[src/hw/rtl/iot_pkg.sv]
package iot_pkg;

    localparam int VALUE_W     = 8;
    localparam int OP_W        = 3;
    localparam int DIM_REG_W   = 9;
    localparam int CFG_DATA_W  = 9;
    localparam int CFG_INDEX_W = 2;
    localparam int QUEUE_DEPTH = 4;

    localparam logic [VALUE_W-1:0]   MAX_LEVEL     = 8'd255;
    localparam logic [DIM_REG_W-1:0] DIM_RESET     = 9'd256;

    // Operation codes; the remaining codes pass the frame through unchanged.
    localparam logic [OP_W-1:0] OP_INVERT  = 3'd0;
    localparam logic [OP_W-1:0] OP_MIRROR  = 3'd1;
    localparam logic [OP_W-1:0] OP_FLIP    = 3'd2;
    localparam logic [OP_W-1:0] OP_ROT_CW  = 3'd3;
    localparam logic [OP_W-1:0] OP_ROT_CCW = 3'd4;

    typedef enum logic [CFG_INDEX_W-1:0] {
        REG_OPERATION = 2'd0,
        REG_WIDTH     = 2'd1,
        REG_HEIGHT    = 2'd2,
        REG_COLOR     = 2'd3
    } reg_index_t;

    typedef enum logic {
        ACT_WRITE = 1'b0,
        ACT_READ  = 1'b1
    } action_t;

    typedef enum logic [1:0] {
        SYNC_SETTLE = 2'd0,
        SYNC_CHAN   = 2'd1,
        SYNC_PIX    = 2'd2,
        SYNC_RUN    = 2'd3
    } sync_state_t;

endpackage

[src/hw/rtl/iot_queue.sv]
module iot_queue import iot_pkg::*; #(
    parameter int DATA_W = 64
) (
    input  logic              clk,
    input  logic              rst_n,
    input  logic              push,
    input  logic [DATA_W-1:0] push_data,
    output logic              full,
    input  logic              pop,
    output logic [DATA_W-1:0] pop_data,
    output logic              empty
);

    localparam int PW = $clog2(QUEUE_DEPTH);
    localparam int CW = $clog2(QUEUE_DEPTH + 1);

    logic [DATA_W-1:0] data_reg [QUEUE_DEPTH];
    logic [PW-1:0]     wr_ptr_reg;
    logic [PW-1:0]     rd_ptr_reg;
    logic [CW-1:0]     count_reg;

    always_ff @(posedge clk or negedge rst_n)
    begin
        if (!rst_n)
        begin
            wr_ptr_reg <= '0;
            rd_ptr_reg <= '0;
            count_reg  <= '0;
        end
        else
        begin
            if (push)
            begin
                wr_ptr_reg <= wr_ptr_reg + PW'(1);
            end
            if (pop)
            begin
                rd_ptr_reg <= rd_ptr_reg + PW'(1);
            end
            if (push && !pop)
            begin
                count_reg <= count_reg + CW'(1);
            end
            else if (pop && !push)
            begin
                count_reg <= count_reg - CW'(1);
            end
        end
    end

    always_ff @(posedge clk)
    begin
        if (push)
        begin
            data_reg[wr_ptr_reg] <= push_data;
        end
    end

    assign pop_data = data_reg[rd_ptr_reg];
    assign full     = (count_reg == CW'(QUEUE_DEPTH));
    assign empty    = (count_reg == '0);

    a_no_overflow: assert property (@(posedge clk) disable iff (!rst_n)
        push |-> (!full || pop))
        else $error("queue written while full");

    a_no_underflow: assert property (@(posedge clk) disable iff (!rst_n)
        pop |-> !empty)
        else $error("queue read while empty");

    a_count_bound: assert property (@(posedge clk) disable iff (!rst_n)
        count_reg <= CW'(QUEUE_DEPTH))
        else $error("queue count out of range");

endmodule

[config.mk]
export PLATFORM = sky130hd
export DESIGN_NAME = iot_queue
export DESIGN_NICKNAME = d
export VERILOG_FILES = /design/src/hw/rtl/iot_pkg.sv /design/src/hw/rtl/iot_queue.sv
export SDC_FILE = /design/constraint.sdc
export NUM_CORES = 1
export LEC_CHECK = 0
export BUFFER_PORTS_ARGS = -buffer_cell sky130_fd_sc_hd__buf_2
export CORE_ASPECT_RATIO = 0.8
export CORE_MARGIN = 8
export CORE_UTILIZATION = 50
export DETAILED_ROUTE_END_ITERATION = 16
export PLACE_DENSITY_LB_ADDON = 0.12
export SLEW_MARGIN = 20
export SYNTH_ARGS = -nofsm -noshare
export SYNTH_HDL_FRONTEND = slang
export SYNTH_SLANG_ARGS = --single-unit
[constraint.sdc]
create_clock -name clk -period 3.28 [get_ports clk]
set_clock_uncertainty 0.2 [all_clocks]
set_input_delay 0 -clock clk [delete_from_list [all_inputs] [get_ports clk]]
set_output_delay 0 -clock clk [all_outputs]
set_load 0.05 [all_outputs]
Yosys cells after proc, flatten, opt, wreduce, memory -nomap -nowiden
Memory sizes are Yosys's and may differ from the RTL's.
Index checks and enable logic that the tools add are counted.
- output and inout port bits: 66
- bits in writable memories: 256
- input port bits: 68
- register bits after elaboration: 7
- memories kept: 1
- bits in latches: 0
- memory bits (read-only): 0
- memory list (name ; words ; width ; rd ports ; clocked after Yosys merged registers in ; write ports ; line ; RTL):
    data_reg ; 4 ; 64 ; 1 ; 0 ; 1 ; iot_queue.sv:17 ; logic [DATA_W-1:0] data_reg [QUEUE_DEPTH];
- reductions and logical operators: 6
- equality and inequality tests: 1
- multiplexer cells: 4
- magnitude comparators: 0
- add/subtract/negate cells: 4
- divide/modulo/power cells: 0
- bitwise gates (word level): 0
- multipliers: 0
- shift operators: 0
- operator list (cell ; count):
    $mux 3 ; 2
    $add 2x1->2 const B ; 2
    $add 3x1->3 const B ; 1
    $eq 3x3->1 const B ; 1
    $logic_not 3->1 ; 1
    $sub 3x1->3 const B ; 1
    $logic_and 1x1->1 ; 2
    $logic_not 1->1 ; 2
    $mux 1 ; 2
    $reduce_bool 2->1 ; 1

Depth between registers and ports, before layout
- depth after elaboration: 4
- gate-level depth with buffers: 7
- mapped depth without buffers: 7

Worst setup path after synthesis
No wires, ideal clock.
- path type: flip-flop to flip-flop
- start: reg wr_ptr_reg[0]
- end: mem data_reg[2][0] (enable)
- cell stages (with the launch flop): 4
- library setup time: 0.429 ns
- arrival: 2.121 ns
- slack: 0.531 ns
- path buffers: 0
- required time: 2.651 ns
- path through: dfrtp_1 -> inv_1 -> ha_1 -> and2_1
- RTL lines (element ; line ; RTL):
    start, declared ; iot_queue.sv:18 ; logic [PW-1:0] wr_ptr_reg;
    start signal, assigned ; iot_queue.sv:34 ; wr_ptr_reg <= wr_ptr_reg + PW'(1);
    end, declared ; iot_queue.sv:17 ;
Straight into the memory's write port.

Worst setup path after layout
- start: reg rd_ptr_reg[0]
- end: out pop_data[61]
- word-level cells in the longest chain between the ends: 1
- ends and longest elaborated chain (element ; line ; RTL):
    start, declared ; iot_queue.sv:19 ; logic [PW-1:0] rd_ptr_reg;
    start signal, assigned ; iot_queue.sv:38 ; rd_ptr_reg <= rd_ptr_reg + PW'(1);
    $mem_v2 4x64 ; - ;
    end, declared ; iot_queue.sv:10 ; output logic [DATA_W-1:0] pop_data,
No other way between the ends.

==> flow_summary.json <==
{
  "status": "finished clean",
  "synth.area.top_cells": "edfxtp_1 (80%), mux4_2 (15%), dfrtp_1 (1.8%), ha_1 (0.65%), buf_6 (0.59%)",
  "worstPathMaxFanout": 15,
  "finalMaxSlewViolations": 0,
  "final_common_cell": "edfxtp_1",
  "io_pins": 134,
  "tightest_slew_ns": 0.656,
  "grtUsageTotal": 0.150,
  "setup_viol": 0,
  "fp.dieW_um": 171,
  "avgSynthCellArea_sq_um": 26.2,
  "post-synth-top-area-cell": "edfxtp_1",
  "seq_area_frac_synth": 0.817,
  "yosysWarningCount": 0,
  "slowest_delay_ns": 0.61,
  "fmax_ghz": 0.398,
  "viasPerCell": 5.17,
  "synth_mux_area_frac": 0.151,
  "clk_latency_ns": 0.51,
  "holdWs_ns": 0.0364,
  "ff2ff_setup_slack_ns": 1.24,
  "postCtsResizedCells": 0,
  "fin_crit_sh": 0.766,
  "worstPathArrival_ns": 2.31,
  "final_cell_mix": "edfxtp_1 (256), buf_2 (133), dlygate4sd3_1 (68)",
  "final_util": 0.647,
  "synth_nets": 442,
  "pre_cts_slack_ns": 1.21,
  "synth_cell_types": 19,
  "fin_nets": 666,
  "maxCapViolCount": 0,
  "dp_hpwl_mm": 10.9,
  "fin_crit_ns": 2.51,
  "startpoint_type": "register",
  "clock_path_buffers": 3,
  "leakagePower_nw": 4.27,
  "tritoncts": "done",
  "grt_max_degree": 42,
  "area.growth.synth_to_final_pct": 27.2,
  "firstDrtPassIters": 4,
  "drive_gt1_frac": 0.411,
  "first_iter_violations": 246,
  "peakVddDrop_mv": 0.638,
  "grt_pass1_wl_mm": 27.8,
  "tns_ns": 0,
  "largest_reg_flops": 256,
  "root_buffer": "clkbuf_16",
  "initial_core_util": 0.509,
  "dieArea_sq_um": 24000,
  "synth_compound_area_frac": 0.000520,
  "drc": 0,
  "gp_routability_congestion": 0.713,
  "endpoint_kind": "output pin",
  "clk_pin_slew_ns": 0.06,
  "synth-xor-area-share": 0.00546,
  "h-tree-depth": 1,
  "grt_antenna_before_repair": 1,
  "power_density_nw_per_um2": 1000,
  "num_vias": 4499,
  "grt-ovfl-total": 0,
  "cts.sinks": 263,
  "routed_wl_mm": 17.7,
  "synth_top_family_by_area": "multiplexers",
  "path_class": "register to output pin",
  "hold_viol_final": 0,
  "synth_top_area_share": 0.799,
  "core-area_sq_um": 18900,
  "yosys_register_bits": 263,
  "cp.required_ns": 3.08,
  "syn-cell-area_sq_um": 9620,
  "fp.dieH_um": 140,
  "worst_path_max_delay_cell": "dfrtp_4",
  "hp-class": "primary input to register",
  "numPortBuffers": 133,
  "antenna_left": 0,
  "wl_per_cell_um": 20.4,
  "grt_pass1_vias": 5021,
  "std_cell_rows": 45,
  "synth_cells": 368,
  "synthAdderAreaFrac": 0.00858,
  "slew_headroom": 0.563,
  "setup_ws_ns": 0.769,
  "synthSimpleGateAreaFrac": 0.00507,
  "rsz0062_at_grt": "false",
  "timing.critical_path.cells": "buf_4 > mux4_2 > buf_2",
  "cts_buffers": 26
}
per-layer routing:
| metal | GRT usage | vias up | share of wire |
|---|---|---|---|
| li1 | - | 2024 | - |
| met1 | 0.205 | 2312 | 0.45 |
| met2 | 0.241 | 138 | 0.47 |
| met3 | 0.0365 | 25 | 0.072 |
| met4 | 0.0352 | 0 | 0.014 |
| met5 | 0 | - | 0 |
synth_stat cells:
master and number:
nand2_1 2, nor3_1 1, ha_1 5, xor2_1 4
mux2_2 1, nor2_1 1, dfrtp_1 7, xnor2_1 2
fa_1 1, inv_1 4, buf_6 5, buf_4 2
buf_2 6, nor3b_1 1, clkbuf_1 1, o21ai_0 1
and2_1 4, mux4_2 64, edfxtp_1 256
through the flow:
stage	power (mW)	cells	area [sq um]
2_1_floorplan	8.23	368	9620
3_3_place_gp	9.25	754	10700
3_5_place_dp	9.31	754	10700
4_1_cts	12.5	869	12200
5_1_grt	12.8	870	12200
6_report	12.3	870	12200
cell type report:
type                    instances  area [sq um]
multi-input cells              87          1650
diodes                          1          2.50
clock inverters                11           153
fillers                      1321          6680
flip-flops and latches        263          7870
clock buffers                  36           749
inverters                       4          15.0
repair buffers                210          1480
well taps                     258           323
power by group:
group / switching, mW / total [mW] / internal, mW
logic: 3.07 / 4.50 / 1.42
clock network: 1.15 / 3.05 / 1.90
registers: 0.301 / 4.70 / 4.40
total: 4.52 / 12.3 / 7.73
what timing repair did:
action | CTS | global route
endpoints found under the hold margin | 300 | 0
setup buffers | 0 | 0
hold buffers | 68 | 0
kinds of logic after synthesis:
| logic type | Yosys count |
|---|---|
| buffers and inverters | 18 |
| and+or+nand+nor | 9 |
| AOI/OAI and AO/OA | 1 |
| muxes | 65 |
| xor gates and xnor gates | 6 |
| adders and majority gates | 6 |
| DFF | 263 |
final timing paths:
check,cells past startpoint,start,to
worst max-delay path,3,rd_ptr_reg[0]$_DFFE_PN0P_,pop_data[61]
worst min register to register,1,count_reg[2]$_DFFE_PN0P_,count_reg[2]$_DFFE_PN0P_
max in group asynchronous,3,rst_n,rd_ptr_reg[1]$_DFFE_PN0P_
min in group asynchronous,3,rst_n,wr_ptr_reg[0]$_DFFE_PN0P_
worst min-delay path,2,push_data[29],data_reg[0][29]$_DFFE_PP_
worst max register to register,4,wr_ptr_reg[0]$_DFFE_PN0P_,data_reg[2][6]$_DFFE_PP_
worst max-delay path: cells and delay by family (launching register included):
| family | cells | cell delay [ns] |
|---|---|---|
| buffers and inverters | 2 | 0.60 |
| DFF | 1 | 0.61 |
| muxes | 1 | 0.59 |
(Power assumes the default switching activity.)
