===== src/hw/rtl/iot_pkg.sv =====
package iot_pkg;

    localparam int VALUE_W     = 8;
    localparam int OP_W        = 3;
    localparam int DIM_REG_W   = 9;
    localparam int CFG_DATA_W  = 9;
    localparam int CFG_INDEX_W = 2;
    localparam int QUEUE_DEPTH = 4;

    localparam logic [VALUE_W-1:0]   MAX_LEVEL     = 8'd255;
    localparam logic [DIM_REG_W-1:0] DIM_RESET     = 9'd256;

    // Operation codes; the remaining codes pass the frame through unchanged.
    localparam logic [OP_W-1:0] OP_INVERT  = 3'd0;
    localparam logic [OP_W-1:0] OP_MIRROR  = 3'd1;
    localparam logic [OP_W-1:0] OP_FLIP    = 3'd2;
    localparam logic [OP_W-1:0] OP_ROT_CW  = 3'd3;
    localparam logic [OP_W-1:0] OP_ROT_CCW = 3'd4;

    typedef enum logic [CFG_INDEX_W-1:0] {
        REG_OPERATION = 2'd0,
        REG_WIDTH     = 2'd1,
        REG_HEIGHT    = 2'd2,
        REG_COLOR     = 2'd3
    } reg_index_t;

    typedef enum logic {
        ACT_WRITE = 1'b0,
        ACT_READ  = 1'b1
    } action_t;

    typedef enum logic [1:0] {
        SYNC_SETTLE = 2'd0,
        SYNC_CHAN   = 2'd1,
        SYNC_PIX    = 2'd2,
        SYNC_RUN    = 2'd3
    } sync_state_t;

endpackage


===== src/hw/rtl/iot_if.sv =====
interface iot_item_if import iot_pkg::*; ();
    logic               valid;
    logic               ready;
    logic               action;
    logic [VALUE_W-1:0] value;

    modport source (output valid, output action, output value, input ready);
    modport sink   (input valid, input action, input value, output ready);
endinterface


interface iot_cfg_if import iot_pkg::*; ();
    logic                   valid;
    logic                   ready;
    logic [CFG_INDEX_W-1:0] index;
    logic [CFG_DATA_W-1:0]  data;

    modport source (output valid, output index, output data, input ready);
    modport sink   (input valid, input index, input data, output ready);
endinterface


===== src/hw/rtl/iot_div.sv =====
module iot_div import iot_pkg::*; #(
    parameter int NW = 18,
    parameter int DW = 9
) (
    input  logic          clk,
    input  logic          rst_n,
    input  logic          start,
    input  logic [NW-1:0] dividend,
    input  logic [DW-1:0] divisor,
    output logic          done,
    output logic [NW-1:0] quotient,
    output logic [DW-1:0] remainder
);

    localparam int CW = $clog2(NW + 1);

    logic          busy_reg;
    logic [CW-1:0] cnt_reg;
    logic          done_reg;
    logic [NW-1:0] quo_reg;
    logic [DW-1:0] rem_reg;
    logic [DW-1:0] dvs_reg;

    logic [DW:0]   shifted;
    logic [DW:0]   diff;
    logic          q_bit;
    logic [DW-1:0] rem_next;

    // One restoring step per cycle: shift in the next dividend bit, try to subtract.
    always_comb
    begin
        shifted  = {rem_reg, quo_reg[NW-1]};
        diff     = shifted - {1'b0, dvs_reg};
        q_bit    = ~diff[DW];
        rem_next = q_bit ? diff[DW-1:0] : shifted[DW-1:0];
    end

    always_ff @(posedge clk or negedge rst_n)
    begin
        if (!rst_n)
        begin
            busy_reg <= 1'b0;
            cnt_reg  <= '0;
            done_reg <= 1'b0;
        end
        else
        begin
            done_reg <= busy_reg && (cnt_reg == CW'(1)) && !start;
            if (start)
            begin
                busy_reg <= 1'b1;
                cnt_reg  <= CW'(NW);
            end
            else if (busy_reg)
            begin
                cnt_reg <= cnt_reg - CW'(1);
                if (cnt_reg == CW'(1))
                begin
                    busy_reg <= 1'b0;
                end
            end
        end
    end

    always_ff @(posedge clk)
    begin
        if (start)
        begin
            quo_reg <= dividend;
            rem_reg <= '0;
            dvs_reg <= divisor;
        end
        else if (busy_reg)
        begin
            quo_reg <= {quo_reg[NW-2:0], q_bit};
            rem_reg <= rem_next;
        end
    end

    assign done      = done_reg;
    assign quotient  = quo_reg;
    assign remainder = rem_reg;

endmodule


===== src/hw/rtl/iot_front.sv =====
module iot_front import iot_pkg::*; #(
    parameter int MAX_WIDTH  = 256,
    parameter int MAX_HEIGHT = 256
) (
    input  logic                                       clk,
    input  logic                                       rst_n,
    iot_item_if.sink                                   item,
    iot_cfg_if.sink                                    cfg,
    output logic                                       push,
    output logic [ 13 + $clog2(MAX_WIDTH + 1) + $clog2(MAX_HEIGHT + 1)
                   + $clog2(MAX_WIDTH * MAX_HEIGHT * 3) - 1 : 0 ] push_data,
    input  logic                                       q_full,
    output logic [$clog2(MAX_WIDTH + 1)-1:0]           frame_w,
    output logic                                       rgb
);

    localparam int DEPTH = MAX_WIDTH * MAX_HEIGHT * 3;
    localparam int AW    = $clog2(DEPTH);
    localparam int TW    = $clog2(DEPTH + 1);
    localparam int WW    = $clog2(MAX_WIDTH + 1);
    localparam int HW    = $clog2(MAX_HEIGHT + 1);
    localparam int OW    = (WW > HW) ? WW : HW;
    localparam int DW    = (OW > 2) ? OW : 2;

    typedef struct packed {
        logic               is_read;
        logic               invert;
        logic               last;
        logic [1:0]         chan;
        logic [WW-1:0]      sx;
        logic [HW-1:0]      sy;
        logic [AW-1:0]      waddr;
        logic [VALUE_W-1:0] value;
    } entry_t;

    // configuration
    logic [OP_W-1:0]      op_reg, op_next;
    logic [DIM_REG_W-1:0] width_reg, width_next;
    logic [DIM_REG_W-1:0] height_reg, height_next;
    logic                 color_reg, color_next;

    logic [WW-1:0] w_eff;
    logic [HW-1:0] h_eff;
    logic [WW+HW-1:0] wh_prod;
    logic [TW-1:0] wh_reg;
    logic [TW-1:0] total_reg;
    logic          rotate;
    logic [OW-1:0] ow;
    logic [OW-1:0] oh;
    logic [1:0]    chan_cnt;
    logic [1:0]    chan_max;

    // position tracking
    sync_state_t   state_reg, state_next;
    logic [1:0]    settle_reg, settle_next;
    logic [TW-1:0] wpos_reg, wpos_next;
    logic [AW-1:0] rpos_reg, rpos_next;
    logic [1:0]    k_reg, k_next;
    logic [OW-1:0] ox_reg, ox_next;
    logic [OW-1:0] oy_reg, oy_next;

    logic          item_acc;
    logic          cfg_acc;
    logic          loaded;
    logic          last_byte;
    logic          rpos_past;
    entry_t        entry;

    logic          div_start;
    logic [AW-1:0] div_dividend;
    logic [DW-1:0] div_divisor;
    logic          div_done;
    logic [AW-1:0] div_quo;
    logic [DW-1:0] div_rem;

    // clamp the frame dimensions
    always_comb
    begin
        if (width_reg == '0)
        begin
            w_eff = WW'(1);
        end
        else if (int'(width_reg) > MAX_WIDTH)
        begin
            w_eff = WW'(MAX_WIDTH);
        end
        else
        begin
            w_eff = WW'(width_reg);
        end
        if (height_reg == '0)
        begin
            h_eff = HW'(1);
        end
        else if (int'(height_reg) > MAX_HEIGHT)
        begin
            h_eff = HW'(MAX_HEIGHT);
        end
        else
        begin
            h_eff = HW'(height_reg);
        end
    end

    assign wh_prod  = w_eff * h_eff;
    assign rotate   = (op_reg == OP_ROT_CW) || (op_reg == OP_ROT_CCW);
    assign ow       = rotate ? OW'(h_eff) : OW'(w_eff);
    assign oh       = rotate ? OW'(w_eff) : OW'(h_eff);
    assign chan_cnt = color_reg ? 2'd3 : 2'd1;
    assign chan_max = color_reg ? 2'd2 : 2'd0;

    // frame size: product, then times channels
    always_ff @(posedge clk)
    begin
        wh_reg    <= TW'(wh_prod);
        total_reg <= color_reg ? (wh_reg + {wh_reg[TW-2:0], 1'b0}) : wh_reg;
    end

    assign item_acc  = item.valid && item.ready;
    assign cfg_acc   = cfg.valid && cfg.ready;
    assign loaded    = (wpos_reg >= total_reg);
    assign last_byte = (k_reg == chan_max) && (ox_reg == ow - OW'(1))
                       && (oy_reg == oh - OW'(1));
    // a saved read position past the current frame acts as the first byte
    assign rpos_past = (TW'(rpos_reg) >= total_reg);

    assign item.ready = (state_reg == SYNC_RUN) && !q_full;
    assign cfg.ready  = 1'b1;

    // source coordinates for the current output position
    always_comb
    begin
        entry         = '0;
        entry.is_read = (item.action == ACT_READ);
        entry.invert  = (op_reg == OP_INVERT);
        entry.last    = last_byte;
        entry.chan    = k_reg;
        entry.waddr   = AW'(wpos_reg);
        entry.value   = item.value;
        unique case (op_reg)
            OP_MIRROR:
            begin
                entry.sx = w_eff - WW'(1) - WW'(ox_reg);
                entry.sy = HW'(oy_reg);
            end
            OP_FLIP:
            begin
                entry.sx = WW'(ox_reg);
                entry.sy = h_eff - HW'(1) - HW'(oy_reg);
            end
            OP_ROT_CW:
            begin
                entry.sx = WW'(oy_reg);
                entry.sy = h_eff - HW'(1) - HW'(ox_reg);
            end
            OP_ROT_CCW:
            begin
                entry.sx = w_eff - WW'(1) - WW'(oy_reg);
                entry.sy = HW'(ox_reg);
            end
            default:
            begin
                entry.sx = WW'(ox_reg);
                entry.sy = HW'(oy_reg);
            end
        endcase
    end

    assign push_data = entry;

    assign div_dividend = (state_reg == SYNC_SETTLE) ? rpos_reg : div_quo;
    assign div_divisor  = (state_reg == SYNC_SETTLE) ? DW'(chan_cnt) : DW'(ow);

    iot_div #(
        .NW (AW),
        .DW (DW)
    ) u_div (
        .clk       (clk),
        .rst_n     (rst_n),
        .start     (div_start),
        .dividend  (div_dividend),
        .divisor   (div_divisor),
        .done      (div_done),
        .quotient  (div_quo),
        .remainder (div_rem)
    );

    always_ff @(posedge clk or negedge rst_n)
    begin
        if (!rst_n)
        begin
            state_reg  <= SYNC_SETTLE;
            settle_reg <= '0;
            wpos_reg   <= '0;
            rpos_reg   <= '0;
            k_reg      <= '0;
            ox_reg     <= '0;
            oy_reg     <= '0;
            op_reg     <= OP_INVERT;
            width_reg  <= DIM_RESET;
            height_reg <= DIM_RESET;
            color_reg  <= 1'b0;
        end
        else
        begin
            state_reg  <= state_next;
            settle_reg <= settle_next;
            wpos_reg   <= wpos_next;
            rpos_reg   <= rpos_next;
            k_reg      <= k_next;
            ox_reg     <= ox_next;
            oy_reg     <= oy_next;
            op_reg     <= op_next;
            width_reg  <= width_next;
            height_reg <= height_next;
            color_reg  <= color_next;
        end
    end

    always_comb
    begin
        state_next  = state_reg;
        settle_next = settle_reg;
        wpos_next   = wpos_reg;
        rpos_next   = rpos_reg;
        k_next      = k_reg;
        ox_next     = ox_reg;
        oy_next     = oy_reg;
        op_next     = op_reg;
        width_next  = width_reg;
        height_next = height_reg;
        color_next  = color_reg;
        div_start   = 1'b0;
        push        = 1'b0;

        unique case (state_reg)
            SYNC_SETTLE:
            begin
                // let the frame size settle through wh_reg and total_reg, then split the read position
                if (settle_reg != 2'd2)
                begin
                    settle_next = settle_reg + 2'd1;
                end
                else if (rpos_past)
                begin
                    k_next     = '0;
                    ox_next    = '0;
                    oy_next    = '0;
                    state_next = SYNC_RUN;
                end
                else
                begin
                    div_start  = 1'b1;
                    state_next = SYNC_CHAN;
                end
            end
            SYNC_CHAN:
            begin
                if (div_done)
                begin
                    k_next     = div_rem[1:0];
                    div_start  = 1'b1;
                    state_next = SYNC_PIX;
                end
            end
            SYNC_PIX:
            begin
                if (div_done)
                begin
                    ox_next    = OW'(div_rem);
                    oy_next    = OW'(div_quo);
                    state_next = SYNC_RUN;
                end
            end
            SYNC_RUN:
            begin
                if (item_acc)
                begin
                    if (item.action == ACT_WRITE)
                    begin
                        // drop writes past the frame
                        if (!loaded)
                        begin
                            push      = 1'b1;
                            wpos_next = wpos_reg + TW'(1);
                        end
                    end
                    else if (loaded)
                    begin
                        push      = 1'b1;
                        if (last_byte)
                        begin
                            rpos_next = '0;
                        end
                        else if (rpos_past)
                        begin
                            rpos_next = AW'(1);
                        end
                        else
                        begin
                            rpos_next = rpos_reg + AW'(1);
                        end
                        if (k_reg == chan_max)
                        begin
                            k_next = '0;
                            if (ox_reg == ow - OW'(1))
                            begin
                                ox_next = '0;
                                oy_next = (oy_reg == oh - OW'(1)) ? '0 : oy_reg + OW'(1);
                            end
                            else
                            begin
                                ox_next = ox_reg + OW'(1);
                            end
                        end
                        else
                        begin
                            k_next = k_reg + 2'd1;
                        end
                    end
                end
            end
            default:
            begin
                state_next = SYNC_SETTLE;
            end
        endcase

        if (cfg_acc)
        begin
            state_next  = SYNC_SETTLE;
            settle_next = '0;
            unique case (cfg.index)
                REG_OPERATION: op_next     = cfg.data[OP_W-1:0];
                REG_WIDTH:     width_next  = cfg.data[DIM_REG_W-1:0];
                REG_HEIGHT:    height_next = cfg.data[DIM_REG_W-1:0];
                REG_COLOR:     color_next  = cfg.data[0];
                default:       op_next     = op_reg;
            endcase
        end
    end

    assign frame_w = w_eff;
    assign rgb     = color_reg;

    a_pos_in_range: assert property (@(posedge clk) disable iff (!rst_n)
        (state_reg == SYNC_RUN) |-> (k_reg <= chan_max && ox_reg < ow && oy_reg < oh))
        else $error("output position outside the transformed frame");

    a_origin_matches: assert property (@(posedge clk) disable iff (!rst_n)
        (state_reg == SYNC_RUN && rpos_reg == '0)
            |-> (k_reg == '0 && ox_reg == '0 && oy_reg == '0))
        else $error("read position and coordinates disagree at frame start");

    a_push_has_room: assert property (@(posedge clk) disable iff (!rst_n)
        push |-> !q_full)
        else $error("transaction pushed into a full queue");

endmodule


===== src/flat_wrapper.sv =====
// flat-port wrapper written by rule: the top's interface ports become plain ports
module iot_front_flat import iot_pkg::*;
#(
    parameter int MAX_WIDTH  = 256,
    parameter int MAX_HEIGHT = 256
)
  (clk, rst_n, push, push_data, q_full, frame_w, rgb, item_valid, item_action, item_value, item_ready, cfg_valid, cfg_index, cfg_data, cfg_ready);
  iot_item_if item_i ();
  iot_cfg_if cfg_i ();
  input  logic clk;
  input  logic rst_n;
  output logic push;
  output logic [ 13 + $clog2(MAX_WIDTH + 1) + $clog2(MAX_HEIGHT + 1)
                   + $clog2(MAX_WIDTH * MAX_HEIGHT * 3) - 1 : 0 ] push_data;
  input  logic q_full;
  output logic [$clog2(MAX_WIDTH + 1)-1:0] frame_w;
  output logic rgb;
  input wire logic [$bits(item_i.valid)-1:0] item_valid;
  input wire logic [$bits(item_i.action)-1:0] item_action;
  input wire logic [$bits(item_i.value)-1:0] item_value;
  output wire logic [$bits(item_i.ready)-1:0] item_ready;
  input wire logic [$bits(cfg_i.valid)-1:0] cfg_valid;
  input wire logic [$bits(cfg_i.index)-1:0] cfg_index;
  input wire logic [$bits(cfg_i.data)-1:0] cfg_data;
  output wire logic [$bits(cfg_i.ready)-1:0] cfg_ready;
  assign item_i.valid = item_valid;
  assign item_i.action = item_action;
  assign item_i.value = item_value;
  assign item_ready = item_i.ready;
  assign cfg_i.valid = cfg_valid;
  assign cfg_i.index = cfg_index;
  assign cfg_i.data = cfg_data;
  assign cfg_ready = cfg_i.ready;
  iot_front #(.MAX_WIDTH(MAX_WIDTH), .MAX_HEIGHT(MAX_HEIGHT)) u_core (.clk(clk), .rst_n(rst_n), .item(item_i), .cfg(cfg_i), .push(push), .push_data(push_data), .q_full(q_full), .frame_w(frame_w), .rgb(rgb));
endmodule

===== config.mk =====
export PLATFORM = sky130hd
export DESIGN_NAME = iot_front_flat
export DESIGN_NICKNAME = d
export VERILOG_FILES = /design/src/hw/rtl/iot_pkg.sv /design/src/hw/rtl/iot_if.sv /design/src/hw/rtl/iot_div.sv /design/src/hw/rtl/iot_front.sv /design/src/flat_wrapper.sv
export SDC_FILE = /design/constraint.sdc
export NUM_CORES = 1
export LEC_CHECK = 0
export BUFFER_PORTS_ARGS = -buffer_cell sky130_fd_sc_hd__clkbuf_2
export CORE_MARGIN = 4
export CORE_UTILIZATION = 37
export DETAILED_ROUTE_END_ITERATION = 7
export REMOVE_ABC_BUFFERS = 1
export SLEW_MARGIN = 20
export SYNTH_ARGS = -nofsm -noshare
export SYNTH_HDL_FRONTEND = slang
export SYNTH_SLANG_ARGS = --single-unit

===== constraint.sdc =====
create_clock -name clk -period 12.31 [get_ports clk]
set_clock_uncertainty 0.1 [all_clocks]
set_input_delay 1.231 -clock clk [delete_from_list [all_inputs] [get_ports clk]]
set_output_delay 1.231 -clock clk [all_outputs]
set_load 0.01 [all_outputs]

[After elaboration in Yosys (flattened, before gate mapping)]
Index checks and enable logic that the tools add are counted.
Cells by class
  add/subtract/negate cells: 17
  multiply operators: 1
  order comparisons: 4
  eq/ne operators: 28
  muxes and demuxes: 65
  bitwise operators: 3
  reduce and logical (&&, ||, !) cells: 32
Operators by type and width (count)
  2-to-1 mux 9 bit: 22
  2-to-1 mux 18 bit: 6
  case mux 18 bit (4 select lines): 1
  case mux 9 bit (3 select lines): 2
  adder 18 x 1 -> 18 bit (second input constant): 2
  >= comparator 18 bit: 2
  2-to-1 mux 2 bit: 18
  subtractor 9 x 1 -> 9 bit (second input constant): 4
  subtractor 9 bit: 4
  adder 18 bit: 1
  adder 9 x 1 -> 9 bit (second input constant): 2
  == test 9 bit: 2
  > comparator 9 bit (second input constant): 2
  zero test 9 bit: 2
  multiplier 9 x 9 -> 18 bit: 1
  inequality test 2 x 1 -> 1 bit (second input constant): 6
  case mux 2 bit (3 select lines): 2
  AND reduction 2 bit: 6
  AND reduction 4 bit: 3
  2-to-1 mux 1 bit: 11
  2-to-1 mux 5 bit: 2
  inequality test 2 bit (second input constant): 5
  subtractor 10 x 9 -> 10 bit: 1
  inequality test 3 bit (second input constant): 3
  22 further kinds: 40
Storage, ports and cells
  register bits: 161
  input port bits: 25
  output and inout port bits: 62
  logic and storage cells: 170

[Depth between registers and ports, before layout]
Gate-level depths: netlist of the first run.
  depth after elaboration: 13
  gate-level depth with buffers: 25
  depth with buffers taken out: 23

[Modules after synthesis]
From an unflattened synthesis of the first run, not the netlist that was laid out.
Unflattened totals
  cells, all modules: 1789
  area total of the unflattened synthesis: 15060.7 µm²
Modules (own cells, without submodules)
  iot_front: instances 1, cells an instance 1602, area each 12846.1 µm², sequential area each 2775.2 µm²
  iot_div: instances 1, cells an instance 187, area each 2214.6 µm², sequential area each 1166.1 µm²

[Least setup slack after synthesis of the first run]
Ideal clock, no wire load.
  kind: reg-to-reg
  start: register u_core.height_reg[6]
  end: register u_core.wh_reg[17]
  library setup time: 0.072 ns
  data arrival time: 5.131 ns
  required time: 12.138 ns
  setup slack: 7.007 ns
  stages on the path, launching flop included: 23
  buffers on the path: 1
  period minus slack after synthesis: 5.303 ns
  path through: dfrtp_1 -> buf_6 -> nor4_1 -> a31oi_1 -> nor2_1 -> nand2_1 -> fa_1 -> inv_1 -> fa_1 -> ha_1 -> inv_1 -> fa_1 -> inv_1 -> ha_1 -> a21o_1 -> a21oi_1 -> o21ai_0 -> a31o_2 -> nand4_1 -> a31oi_1 -> a21o_1 -> a21oi_1 -> xnor2_1
Between the ends
  longest elaborated chain between the ends: 4
  elaborated cells on any way between the ends: 5
  classes of those cells: 1 x mul; 1 x order compare; 2 x mux; 1 x reduce/logical
RTL lines
  from (decl): RTL line iot_front.sv:39  | logic [DIM_REG_W-1:0] height_reg, height_next;
  from (signal assigned): RTL line iot_front.sv:215  | height_reg <= height_next;
  > comparator 9 bit: RTL line iot_front.sv:95  | else if (int'(height_reg) > MAX_HEIGHT)
  2-to-1 mux 9 bit: RTL line iot_front.sv:95
  2-to-1 mux 9 bit (*): RTL line iot_front.sv:91  | if (height_reg == '0)
  multiplier 9 x 9 -> 18 bit (*): RTL line iot_front.sv:105  | assign wh_prod = w_eff * h_eff;
  net u_core.wh_prod[17]: RTL line iot_front.sv:44  | logic [WW+HW-1:0] wh_prod;
  to (signal assigned): RTL line iot_front.sv:115  | wh_reg <= TW'(wh_prod);
  to (decl): RTL line iot_front.sv:45  | logic [TW-1:0] wh_reg;
The timed path passes the listed nets; every way through them passes the cells marked *.
A chain may end at the register's enable or synchronous reset.

==> results.md, run 1 <==
Run status:
- The flow ran to the end, and the final reports show no timing, DRC or antenna violations.

Synthesis:
- Summing every instance area after synthesis gives 14,400 sq um.
- Among all flip-flop cells after synthesis, the most frequent one is sky130_fd_sc_hd__dfrtp_1.
- The most area-hungry cell type in the Yosys netlist is sky130_fd_sc_hd__dfrtp_1.
- The count of synthesis-stage warnings from yosys is 0.
- The synthesized design devotes to its leading area cell type 15.12% of total area.
- A synthesized cell averages 8.346 sq um.
- The number of flip-flops and latches in the synthesized netlist is 161.
- After synthesis, flip-flops and latches occupy 27.37% of the total area.
- Counting distinct cell types in the post-synthesis netlist gives 82.
- The number of enable flip-flop cells after synthesis is 27.
- The async set-reset flop share out of synthesis is 55.28%.
- In the post-synthesis netlist, the biggest area contributors are sky130_fd_sc_hd__dfrtp_1, sky130_fd_sc_hd__ha_1, sky130_fd_sc_hd__fa_1.
- Synthesis produced a netlist whose cell count is 1,725.

Clocking:
- Gates resized during post-CTS repair numbered 0.
- The clock buffer count from CTS is 17.
- Hold repair after CTS inserted 0 buffers.
- The clock tree from TritonCTS is built.
- After clock tree synthesis, the setup repair step added 0 buffers.
- The clock passes through at most 2 buffers.
- The maximum level of the CTS H-tree is 4.
- The clock drives 161 sinks.
- The clock root buffer master is sky130_fd_sc_hd__clkbuf_16.
- The clock-pin slew on the worst setup and hold paths is 80 ps.
- At the later pin of the worst-skew pair, clock insertion delay measures 460 ps.

GRT:
- The initial antenna violation count was 0.
- Summed over all layers, the global routing overflow is 0.
- The via count of the first global-routing pass was 11,940.
- Global routing used 20.20% of the available tracks.
- Entering global routing, the biggest net connects 63 pins.
- The first-pass GRT wire length is 67,280 um.

Critical path:
- The library cell contributing the largest single delay on the critical path is sky130_fd_sc_hd__dfrtp_1.
- STA classifies the critical path endpoint as an output port.
- Walking the worst path, the cells encountered are nand3b_1, nand2_1, o22ai_1, inv_1, ha_1, or4bb_1, a21oi_1, o211ai_1, o311a_1, a2111o_1, nor3b_2, nand3_1, inv_1, clkbuf_2.
- By instance count, the cell type seen most on the critical path is sky130_fd_sc_hd__inv_1.
- The setup slack of the worst register-to-register path is 5850 ps.
- The largest stage delay on the critical path is 1070 ps.
- The start of the worst register-to-register path is u_core.op_reg[1].
- STA puts the critical path data required time at 10,980 ps.
- The worst setup path is launched from a flip-flop.
- Measured in cells, the most critical reg-to-reg path has a length of 14.
- At the worst endpoint, the arrival time is 6230 ps.
- The worst register-to-register path ends at u_core.rpos_reg[17].
- The worst setup path category is reg2out.
- The maximum net fanout on the critical path is 36.

Worst hold path:
- The worst hold path depth is 0.
- The end point of the most critical hold path is u_core.total_reg[0].
- The kind of path behind the tightest hold check is reg2reg.
- The critical hold path startpoint is u_core.wh_reg[0].

Final layout:
- Of the cells placed in the final design, the portion with a size suffix greater than 1 is 9.222%.
- The library cell used most frequently in the layout, excluding fill and tap cells, is sky130_fd_sc_hd__nand2_1.
- The net count reported at finish is 1,932.
- The repair_antennas step left the layout with diodes totalling 0.
- The layout overhead on the synthesized area is 8.691%.
- The library cells used most frequently in the layout, excluding fill and tap cells, are sky130_fd_sc_hd__nand2_1, sky130_fd_sc_hd__nor2_1, sky130_fd_sc_hd__inv_1.
- The final cell utilization of the core is 41.16%.

STA:
- The worst path uses 61.44% of the clock period.
- Summed over all failing endpoints, the final setup total negative slack is 0 ps.
- The number of hold violations in the final report is 0.
- The worst hold margin is 282.4 ps.
- The slew of the pin with the lowest slew margin is 1089 ps.
- The final count of negative-setup-slack endpoints is 0.
- For this run, the top clock speed supported by timing is 132.2 MHz.
- The relative slew slack is 27.40%.
- After layout, the minimum clock period comes to 7563 ps.
- The max-slew violation count is 0.
- Setup repair after global routing left no endpoint under its margin.

Floorplanning:
- In this run the core area contains 71 standard-cell rows.
- The count of pins on the block boundary is 87.
- From left edge to right edge, the die measures 205.3 um.
- The region available for standard cell placement spans 38,020 sq um.
- The initial utilization of the core area, before any placement, comes to 37.87%.
- From bottom edge to top edge, the die measures 205.3 um.
- The area enclosed by the die boundary is 42,130 sq um.

Detailed routing:
- The DRC violation count after routing is 0.
- The count of nets left with antenna violations once routing finished came out at 0.
- The iteration count of the initial detailed-routing pass is 5.
- After detailed routing, the total wire length is 42,310 um.
- Using the TritonRoute via totals, the vias-per-cell ratio works out to 5.519.
- In this run, the number of DRC markers left after iteration 0 of detailed routing was 972.
- The wire length per cell is 18.84 um.
- The overall via count from detail_route is 12,400.

Power:
- Power spread over the standard cell area amounts to 222.9 nW/um^2.
- The worst-case IR drop observed on VDD is 112.7 uV.
- For this design the static power due to leakage is 7.100 nW.

Flow run:
- The number of violations of the max-capacitance limit is 0.

Placement:
- The final weighted congestion in routability-driven placement is 0.9666.
- Once detailed placement completed, the half-perimeter wirelength came to 32,040 um.
- During placement, the flow inserted port buffers numbering 69.
-- cell usage after synthesis, drive strengths merged (9+ instances only) --
cell and n:
nor3 40, nor3b 10, dfxtp 45, mux2i 25, nor2 180, o21ai 77
nand3 41, a21oi 95, nand4 13, fa 54, a211oi 23, xnor2 78
mux2 32, a21o 20, a21boi 9, and3 14, nand2b 25, o22ai 10
ha 131, buf 40, dfrtp 87, o21a 10, xor2 23, clkbuf 60
or3 9, nor4 11, nand2 193, nor2b 29, edfxtp 27, inv 158
-- final cells by class --
type	count	area, sq um
inverters	163	611.8
fillers	3936	22370
well taps	511	639.4
flip-flops and latches	161	3941
multi-input cells	1301	9409
repair buffers	78	415.4
clock inverters	15	206.4
clock buffers	17	425.4
-- logic make-up (layout without fill, tap and decap cells) --
logic type               count (synthesis)  in the layout  synth area share [%]
AO/OA/AOI/OAI                          357            357                 16.42
XOR/XNOR                               101            101                 6.144
adder cells (fa/ha/maj)                185            185                 18.89
buffers and inverters                  263            273                 7.396
flip-flops                             161            161                 27.37
multiplexers                            57             57                 4.241
other                                    1              1               0.02605
AND/OR/NAND/NOR                        600            600                 19.51
-- layer usage --
metal  vias to the layer above  global-route usage, %  wire (um)
met3                        60                  3.483       2338
met5                         -                      0          0
met1                      6003                  28.80      19730
met4                         0                  5.239        911
met2                       386                  31.87      19330
li1                       5946                      -          -
-- per-stage QoR --
| stage | instances | power (mW) | area (sq um) | worst slack, ps |
|---|---|---|---|---|
| 2_1_floorplan | 1625 | 2.316 | 13940 | 6537 |
| 3_3_place_gp | 2214 | 2.861 | 15010 | 5536 |
| 3_5_place_dp | 2214 | 2.908 | 15020 | 5383 |
| 4_1_cts | 2246 | 3.494 | 15650 | 4863 |
| 5_1_grt | 2246 | 3.788 | 15650 | 4372 |
| 6_report | 2246 | 3.488 | 15650 | 4747 |
-- power breakdown --
| group | leakage, nW | internal (mW) | switching, mW |
|---|---|---|---|
| clock network | 0.303 | 0.280 | 0.284 |
| registers | 1.80 | 0.732 | 0.238 |
| logic | 4.99 | 0.808 | 1.15 |
-- worst max-delay path, delay by kind of cell, from the launching register on --
kind | cells | cell delay, ps
flip-flops | 1 | 1070
buffers and inverters | 3 | 450
AND/OR/NAND/NOR | 5 | 2710
adder cells (fa/ha/maj) | 1 | 390
AO/OA/AOI/OAI | 5 | 1140
-- how the worst max path moves through the flow --
stage | to | from | slack [ps] | cells after the start
after detailed placement | push_data[46] | u_core.op_reg[1] | 5380 | 14
after global routing | push_data[46] | u_core.op_reg[1] | 4370 | 14
after CTS | push_data[46] | u_core.op_reg[1] | 4860 | 14
after floorplan | push_data[46] | u_core.op_reg[2] | 6540 | 12
final | push_data[46] | u_core.op_reg[1] | 4750 | 14
after global placement | push_data[46] | u_core.op_reg[1] | 5540 | 14
No activity file was read; power rests on OpenSTA's default activity.
==> run 2, diff against run 1 <==
==> constraint.sdc (replaced) <==
create_clock -name clk -period 7.4 [get_ports clk]
set_clock_uncertainty 0.1 [all_clocks]
set_input_delay 0.74 -clock clk [delete_from_list [all_inputs] [get_ports clk]]
set_output_delay 0.74 -clock clk [all_outputs]
set_load 0.01 [all_outputs]
==> run 2 against run 1 <==
Effect of this change: non-clock buffer count is 3 higher; flip-flop and latch count stayed put; register-to-register slack got worse by 4600 ps; clock-buffer cell count is 1 higher; setup slack lost 3900 ps; routed wire length down 2.0%; sequential power up 65%; final cell count rose by 0.13%; worst hold slack lost 210 ps.
==> results.md, run 2 (synthesis results as in run 1) <==
Final layout:
- The number of antenna repair diodes was 0 (unchanged).
- The layout overhead on the synthesized area is 8.560%.
- The final cell utilization of the core is 41.11% (-0.049 points).
- The most common library cell in the layout ignoring fill and taps is sky130_fd_sc_hd__nand2_1.
- The post-layout instance count excluding filler cells was 2,249 (+0.13%).
- The multi-input combinational cell area is 9409 sq um (unchanged).
- The count of fill cells added during filler insertion is 3,895 (-1.0%).
- The post-route standard cell area excluding fillers is 15,630 sq um (-0.12%).
- The share of layout cells above drive strength 1 is 9.264% (+0.042 points).
- The area occupied by registers is 3941 sq um (unchanged).
- Leaving out fill and tap cells, the most frequent cells in the layout are sky130_fd_sc_hd__nand2_1, sky130_fd_sc_hd__nor2_1, sky130_fd_sc_hd__inv_1.
- The net count reported at finish is 1,935 (+0.16%).

Run status:
- The run finished with clean final reports.

Clocking:
- The number of setup buffers added after CTS is 0 (unchanged).
- The clock-pin slew on the worst setup and hold paths was 70 ps (about the same).
- The hold-fix buffer count after cts came to 0 (unchanged).
- The clock sink total is 161 (unchanged).
- Clock tree synthesis selected as its root buffer the cell sky130_fd_sc_hd__clkbuf_16.
- TritonCTS built the clock tree.
- The number of gates given a new drive strength after cts came to 0 (unchanged).
- The clock latency on the worst-skew pair came to 450 ps (about the same).
- The largest buffer count on any clock path is 2 (unchanged).
- The clock buffer count from CTS is 17 (unchanged).
- The maximum level of the CTS H-tree is 4 (unchanged).

Critical path:
- The start of the worst register-to-register path is u_core.height_reg[5].
- The maximum net fanout on the critical path is 21 (-42%).
- The element type at the critical path end is an output port.
- The kind of start point of the critical path is a flip-flop.
- The setup slack of the worst register-to-register path is 1250 ps (-4600 ps).
- The number of cells on the worst reg-to-reg path is 20 (+6).
- The reg-to-reg critical path endpoint is u_core.wh_reg[16].
- The arrival time at the worst endpoint is 5760 ps (-470 ps).
- The worst endpoint required time was 6560 ps (-4420 ps).
- The worst setup path is of the reg2out kind.

STA:
- The maximum clock frequency is 151.5 MHz.
- The time the final worst path needs with I/O delays and setup is 6599 ps.
- The ratio of final minimum period to clock period is 89.18%.
- The relative slew slack was 36.60% (+9.2 points).
- The setup slack after layout is 800.7 ps (-3947 ps).
- The final count of negative-setup-slack endpoints is 0 (unchanged).
- The max-slew violation count was 0 (unchanged).
- The setup TNS after final layout was 0 ps (unchanged).
- The number of hold violations in the final report is 0 (unchanged).
- Setup repair after global routing left no endpoint under its margin.
- The slew of the pin with the lowest slew margin is 947.6 ps (-141.4 ps).
- The worst hold margin is 72.15 ps (-210.2 ps).

GRT:
- The largest net degree at the start of global routing is 68 (+7.9%).
- The via count of the first global-routing pass is 12,080 (+1.1%).
- The first-pass GRT wire length is 66,380 um (-1.3%).
- The sum of overflow across all layers after global routing came to 0 (unchanged).
- The initial antenna violation count came to 0 (unchanged).
- The overall track demand over capacity in global routing came to 19.79% (-0.40 points).

Power:
- The power density over the cells was 367.6 nW/um^2 (+65%).
- The maximum vdd drop came to 189.1 uV (+68%).
- The overall power consumption is 5.745 mW (+65%).
- The standby leakage power came to 7.103 nW (about the same).

Placement:
- The number of buffers inserted by port buffering was 69 (unchanged).
- The final weighted congestion in routability-driven placement is 0.9419 (-2.6%).
- The worst slack at placement is 1312 ps (-4071 ps).
- The instance area at placement is 15,030 sq um (about the same).
- The detailed placement HPWL is 31,280 um (-2.4%).
- The number of cells in the design after placement is 2,217 (+0.14%).

Floorplanning:
- The count of pins on the block boundary was 87 (unchanged).
- The vertical die dimension was 205.3 um (unchanged).
- The effective utilization at floorplan is 37.87% (unchanged).
- The row count is 71 (unchanged).
- The horizontal extent of the die is 205.3 um (unchanged).
- The floorplan core area is 38,020 sq um (unchanged).
- The area enclosed by the die boundary is 42,130 sq um (unchanged).

Detailed routing:
- The wire length per cell is 18.44 um (-2.1%).
- The iteration count of the initial detailed-routing pass is 5 (unchanged).
- The total wire length was 41,470 um (-2.0%).
- The number of DRC markers after the initial detailed-route iteration came to 1,037 (+6.7%).
- The post-route antenna net violation count is 0 (unchanged).
- The via density per instance was 5.539 (+0.37%).
- The DRC violation count after routing is 0 (unchanged).
- The overall via count from detail_route was 12,460 (+0.50%).

Flow run:
- The number of violations of the max-capacitance limit is 0 (unchanged).

Worst hold path:
- The tightest min-delay check is of the in2async type.
[run 2: changes by cell type in the layout (fill, tap and decap cells not counted), sizes merged]
| cell | change |
|---|---|
| bufinv | +1 |
| clkinv | -6 |
| inv | +4 |
| buf | +3 |
| clkbuf | +1 |
[run 2: layout make-up]
cell class                      count  share of cell area [%]
Timing Repair Buffer               81                   2.802
Clock inverter                     14                   1.033
Clock buffer                       18                   2.746
Sequential cell                   161                   25.22
Tap cell                          511                   4.091
Inverter                          163                   3.915
Multi-Input combinational cell   1301                   60.20
[run 2: worst max-delay path by stage]
| stage | slack (ps) | start | to |
|---|---|---|---|
| after floorplan | 2070 | u_core.width_reg[8] | u_core.wh_reg[17] |
| after global placement | 1360 | u_core.op_reg[0] | push_data[46] |
| after detailed placement | 1310 | u_core.width_reg[8] | u_core.wh_reg[17] |
| after CTS | 880 | u_core.op_reg[0] | push_data[46] |
| after global routing | 460 | u_core.op_reg[0] | push_data[46] |
| final | 800 | u_core.op_reg[0] | push_data[46] |
[run 2: where the power goes]
part / switching (mW) / internal [mW]
Sequential: 0.379 / 1.22
Clock: 0.429 / 0.483
Combinational: 1.89 / 1.34
[run 2: metal layers]
metal,part of all wire [%],up-vias,global-route usage (%),wire [um]
met5,0,-,0,0
met3,5.6,58,3.972,2324
met1,46,6087,26.98,18900
met2,47,359,32.11,19370
met4,2.1,0,5.526,881
li1,-,5953,-,-
[run 2: critical path: stages (launching register included)]
cell                       delay [ps]
sky130_fd_sc_hd__dfrtp_1          780
sky130_fd_sc_hd__or3b_1           730
sky130_fd_sc_hd__nand2_1          500
sky130_fd_sc_hd__a21oi_1          400
sky130_fd_sc_hd__ha_1             490
sky130_fd_sc_hd__or4bb_1          520
sky130_fd_sc_hd__a21oi_1          230
sky130_fd_sc_hd__o211ai_1         110
sky130_fd_sc_hd__o311a_1          130
sky130_fd_sc_hd__a2111o_1         450
sky130_fd_sc_hd__nor3b_2          330
sky130_fd_sc_hd__nand3_1          260
sky130_fd_sc_hd__inv_1            190
sky130_fd_sc_hd__clkbuf_2         170
